$ cat src/sv/vbr_ram.sv
// vbr_ram: generic single-write, single-read RAM with registered read data
// uses no package
`default_nettype none

module vbr_ram #(
    parameter int unsigned WIDTH = 8,
    parameter int unsigned DEPTH = 256
) (
    input  wire logic                     aclk,
    input  wire logic                     we,
    input  wire logic [$clog2(DEPTH)-1:0] waddr,
    input  wire logic [WIDTH-1:0]         wdata,
    input  wire logic                     re,
    input  wire logic [$clog2(DEPTH)-1:0] raddr,
    output logic      [WIDTH-1:0]         rdata
);

    logic [WIDTH-1:0] mem [0:DEPTH-1];

    // write port
    always_ff @(posedge aclk) begin
        if (we) begin
            mem[waddr] <= wdata;
        end
    end

    // registered read port
    always_ff @(posedge aclk) begin
        if (re) begin
            rdata <= mem[raddr];
        end
    end

endmodule

`default_nettype wire

$ cat config.mk
export PLATFORM = sky130hd
export DESIGN_NAME = vbr_ram
export DESIGN_NICKNAME = d
export VERILOG_FILES = /design/src/sv/vbr_ram.sv
export SDC_FILE = /design/constraint.sdc
export NUM_CORES = 2
export LEC_CHECK = 0
export ABC_CLOCK_PERIOD_IN_PS = 5100
export BUFFER_PORTS_ARGS = -buffer_cell sky130_fd_sc_hd__buf_2
export CORE_MARGIN = 8
export CORE_UTILIZATION = 40
export DETAILED_ROUTE_END_ITERATION = 6
export PLACE_DENSITY = 0.51
export SYNTH_ARGS = -nofsm -noshare
export SYNTH_HDL_FRONTEND = slang
export SYNTH_SLANG_ARGS = --single-unit
$ cat constraint.sdc
create_clock -name aclk -period 5.1 [get_ports aclk]
set_input_delay 0 -clock aclk [delete_from_list [all_inputs] [get_ports aclk]]
set_output_delay 0 -clock aclk [all_outputs]
set_load 0.005 [all_outputs]
# After elaboration in Yosys (flattened, before gate mapping)
# Memories as Yosys holds them, arrays and structs flattened. A register that Yosys moved wholly into a read port is not among the register bits.
# Cells that the tools add are included.
totals:
  latchBits: 0
  output_inout_bits: 8
  ram_bits: 2048
  in_bits: 27
  rom_bits: 0
  ff_bits: 0
  mem_count: 1
mem_list:
  columns: ["memory", "depth", "word_bits", "rd", "rd_ports_with_merged_regs", "write_ports", "line", "source"]
  rows:
  - ["mem", 256, 8, 1, 1, 1, "18", "logic [WIDTH-1:0] mem [0:DEPTH-1];"]
classes:
  magnitude_cmp: 0
  addsub: 0
  n_mux: 2
  div_mod_pow: 0
  n_shift: 0
  multipliers: 0
  n_eq_ne: 0
  reduce_logical: 0
  n_bitwise: 0
op_table:
  columns: ["op", "count"]
  rows:
  - ["two-way mux 1 bit", 2]

# Logic depth before layout (Yosys ltp)
logic_depth:
  word_depth: 2
  mapped_depth: 11

# Worst setup path after synthesis
# No wires, ideal clock.
synth_timing:
  path_kind: "input port to flip-flop"
  startpoint: "in raddr[0]"
  endpoint: "reg rdata[2] (read register of mem), data pin"
  setup_slack_ns: 3.024
  setup_time_ns: 0.269
  cell_stages: 9
  path_buffers: 4
  arrival_time_ns: 1.807
  cell_sequence: "buf_6 buf_12 buf_8 buf_2 mux4_2 a22oi_1 a21oi_1 nor4_1 nor4_2"
synth_rtl:
  columns: ["item", "line", "source"]
  rows:
  - ["from (decl)", "14", "input wire logic [$clog2(DEPTH)-1:0] raddr,"]
  - ["to (decl)", "15", "output logic [WIDTH-1:0] rdata"]

==> results by stage <==
GRT:
- The via count of the first global-routing pass came to 39300.
- The overall global routing resource usage is 19.6%.
- Entering global routing, the biggest net connects approximately 150 pins.
- The first-pass GRT wire length is 303000 um.
- For this run the aggregate overflow at the end of global routing stands at 0.
- The initial antenna violation count was 10.

Synthesis:
- The distinct cell type count after synthesis is 54.
- edfxtp_1 is the most common cell in the netlist.
- The library cell occupying the most area in the post-synthesis netlist is edfxtp_1.
- The synthesized area divided by synthesized cell count is between 20 and 25 sq um.
- Yosys printed 0 warnings.
- The share of the Yosys chip area taken by registers is around 78%.
- The synthesized flop and latch total is about 2100.
- The number of flops mapped to enable cells by yosys is 2056.
- The most instantiated flip-flop cell in the synthesis netlist is edfxtp_1.
- Ranked by total cell area, the synthesized netlist is headed by edfxtp_1 78%, mux4_2 13%, mux2i_1 1.7%.
- The netlist area before placement is 79600 sq um.
- The synthesized design devotes to its leading area cell type approximately 78% of total area.
- Counting flops with an async set or reset pin after synthesis yields a share of 0%.
- The number of instances in the synthesized netlist is 3733.
- Ranked by instance count, the synthesized netlist is headed by 2056 x edfxtp_1, 454 x mux4_2, 282 x nor2_1.
- Synthesis produced a netlist with a net count of 3760.

Power and ir drop:
- Registers are responsible for 52.5% of the overall power.
- Net switching is 21.9% of the power.
- The highest ir drop seen on vdd is approximately 0.34 mV.
- The internal portion of total power is 0.0278 W.
- The clock network accounts for approximately 43% of the total power.
- The combinational share of power is 4.8%.
- The switching power is around 0.0078 W.
- The total leakage power is between 20 and 30 nW.
- The power per unit of standard cell area is 396 nW/um^2.

STA:
- Setup repair after global routing left no endpoint under its margin.
- The slew at the pin closest to its max-slew limit is 1.49 ns.
- Between clock sinks in the finished design, the worst skew comes to 0.0457 ns.
- The aggregate negative setup slack is 0 ns.
- The post-route fraction of the period consumed by the critical path is 69.1%.
- Based on the critical path, the design can be clocked at up to 284 MHz.
- The routed design could run at a clock period as short as 3.52 ns.
- The hold violation total from the final report is 0.
- The number of setup violations in the final report is 0.
- The worst hold slack is 0.114 ns.
- The relative slew slack is 0.776%.
- The number of max-slew violations in the final report is 0.

Detailed routing:
- For this run, the detailed router's first-pass iteration total came to 5.
- The detailed router placed 38700 vias in this run.
- After detailed routing, the number of vias per cell comes to 5.79.
- The DRC violation total after the first TritonRoute iteration is between 4000 and 5000.
- The detailed-route wire length is 211000 um.
- After detailed routing, the average wire length per cell comes to 31.6 um.
- The count of nets left with antenna violations once routing finished came out at 0.
- The number of DRC violations after detailed routing is 0.

Setup path:
- The largest fanout on the critical path is 1.
- The data required time of the worst path is around 5.6 ns.
- The classification of the worst setup path is reg2reg.
- STA puts the critical path data arrival time at 4.06 ns.
- STA classifies the critical path endpoint as a register.
- STA classifies the critical path startpoint as a register.

Place:
- The cell total after placement is 6276.
- The routability-driven placement congestion ratio is 0.828.
- During placement, the flow inserted port buffers numbering 34.
- After legalization and detailed placement, the total HPWL measured between 100000 and 150000 um.

Floorplan:
- The die is 462 um tall.
- Measured along the x axis, the die boundary spans between 400 and 500 um.
- In this run the core area contains 163 standard-cell rows.
- The die footprint is 214000 sq um.
- Pin placement for this block handled 35 I/O pins.
- The total area inside the core boundary comes to 198000 sq um.
- The effective utilization at floorplan is 40.3%.

Final layout:
- The utilization of the core after routing is 45.5%.
- The final layout contains 3893 nets.
- The final instance count without filler cells is between 6000 and 7000.
- The area growth from synthesis to layout is 12.8%.
- Cells with a size suffix above 1 make up 22.5% of the layout.
- After filler insertion, the fill cell instance count of the layout stands at 16500.

Flow run:
- The max-capacitance violation count is 0.

Clock tree:
- The clock-pin slew of the registers on the worst-case setup and hold paths is 0.06 ns.
- The H-tree was split into 4 levels.
- After clock tree synthesis, the repair step resized 0 gates.
- CTS placed an instance of clkbuf_16 at the clock tree root.
- TritonCTS built the clock tree.
- For the worst-skew pair, the clock arrives at the later sink with an insertion delay of between 0.8 and 0.9 ns.
- Clock tree synthesis inserted a total of 214 buffers.
- In this run the deepest clock path goes through 3 buffers.
- The sink count of the clock tree is 2056.

Run status:
- The run finished with clean final reports.

Worst hold path:
- The worst hold path belongs to the class in2reg.
logic make-up (layout without fill, tap and decap cells):
kind of cell	Yosys count	in the layout	synth area share, %
other cells	0	5	0
simple gates	466	466	2.63
mux	591	591	14.6
flops	2056	2056	77.5
compound gates	385	385	3.42
buf+inv	235	542	1.83
worst max-delay path, cell delays in order, from the launching register on:
cell	delay (ns)
edfxtp_1	0.36
mux4_2	0.49
a22o_1	0.27
a221oi_1	1.13
o32ai_1	0.54
nor3_1	0.33
nor4_1	0.10
what timing repair did:
action / 4_1_cts / 5_1_grt
endpoints found under the hold margin: 942 / 0
hold buffers: 13 / 0
buffers inserted: 0 / 0
setup endpoints to repair: 0 / 0
routing by layer:
| layer | vias to the layer above | wire, um | GRT usage, % |
|---|---|---|---|
| li1 | 16000 | - | - |
| met1 | 21000 | 94000 | 29.4 |
| met2 | 1450 | 97200 | 30.0 |
| met3 | 283 | 14500 | 3.26 |
| met4 | 0 | 5800 | 5.36 |
| met5 | - | 0 | 0 |
final timing paths:
kind | startpoint | endpoint | slack [ns] | cells after the start
hold reg to reg | mem[114][7] | rdata[7] | 1.10 | 5
setup / recovery | mem[83][5] | rdata[5] | 1.58 | 6
setup reg to reg | mem[83][5] | rdata[5] | 1.58 | 6
hold / removal | waddr[2] | mem[173][3] | 0.11 | 3
sequential cells by signal, indices dropped and copies added, names as in the netlist:
name,count
rdata,8
mem,2048
power groups by stage:
stage	clock network [W]	registers, W	logic (W)
4_1_cts	0.0155	0.0187	0.00173
2_1_floorplan	0	0.0190	0.000905
3_5_place_dp	0	0.0190	0.00172
5_1_grt	0.0161	0.0187	0.00180
3_3_place_gp	0	0.0190	0.00170
6_report	0.0152	0.0187	0.00171
layout by cell type (no fill, tap or decap), drive strengths merged, types with 4 or more instances in the layout:
cell type    Yosys  routed
edfxtp        2056    2056
mux4           456     456
nor2           282     282
clkbuf         111     268
buf            122     136
mux2i          134     134
a22oi          133     133
a21oi           96      96
clkinv           1      95
o221ai          47      47
nand3           34      34
nand2           33      33
nor2b           31      31
o22ai           28      28
nor4            27      27
nor3            22      22
a211oi          16      16
bufinv           0      16
a221oi          14      14
dlygate4sd3      0      13
o21ai           12      12
nand4           10      10
o211ai          10      10
inv              1       9
nand2b           8       8
a22o             8       8
and2             6       6
diode            0       5
o22a             5       5
clkinvlp         0       5
o32ai            5       5
a2111oi          5       5
or2              4       4
metrics by stage:
step	instance area, sq um	power (W)	setup WS [ns]
after global placement	82900	0.0207	1.05
after CTS	89800	0.0359	1.65
after detailed placement	82900	0.0207	1.08
after floorplan	79600	0.0199	3.02
after global routing	89800	0.0366	1.50
final	89800	0.0356	1.58
final cells by class:
type,count,area (sq um),share of cell area (%)
Clock inverter,123,1270,1.41
Tap cell,2640,3300,3.68
Sequential cell,2056,61700,68.7
Clock buffer,267,5550,6.18
Multi-Input combinational cell,1442,16500,18.4
Timing Repair Buffer,150,1410,1.57
Antenna cell,5,12.5,0.0139
Inverter,2,7.51,0.00836
Power figures use the tool's default switching activity.
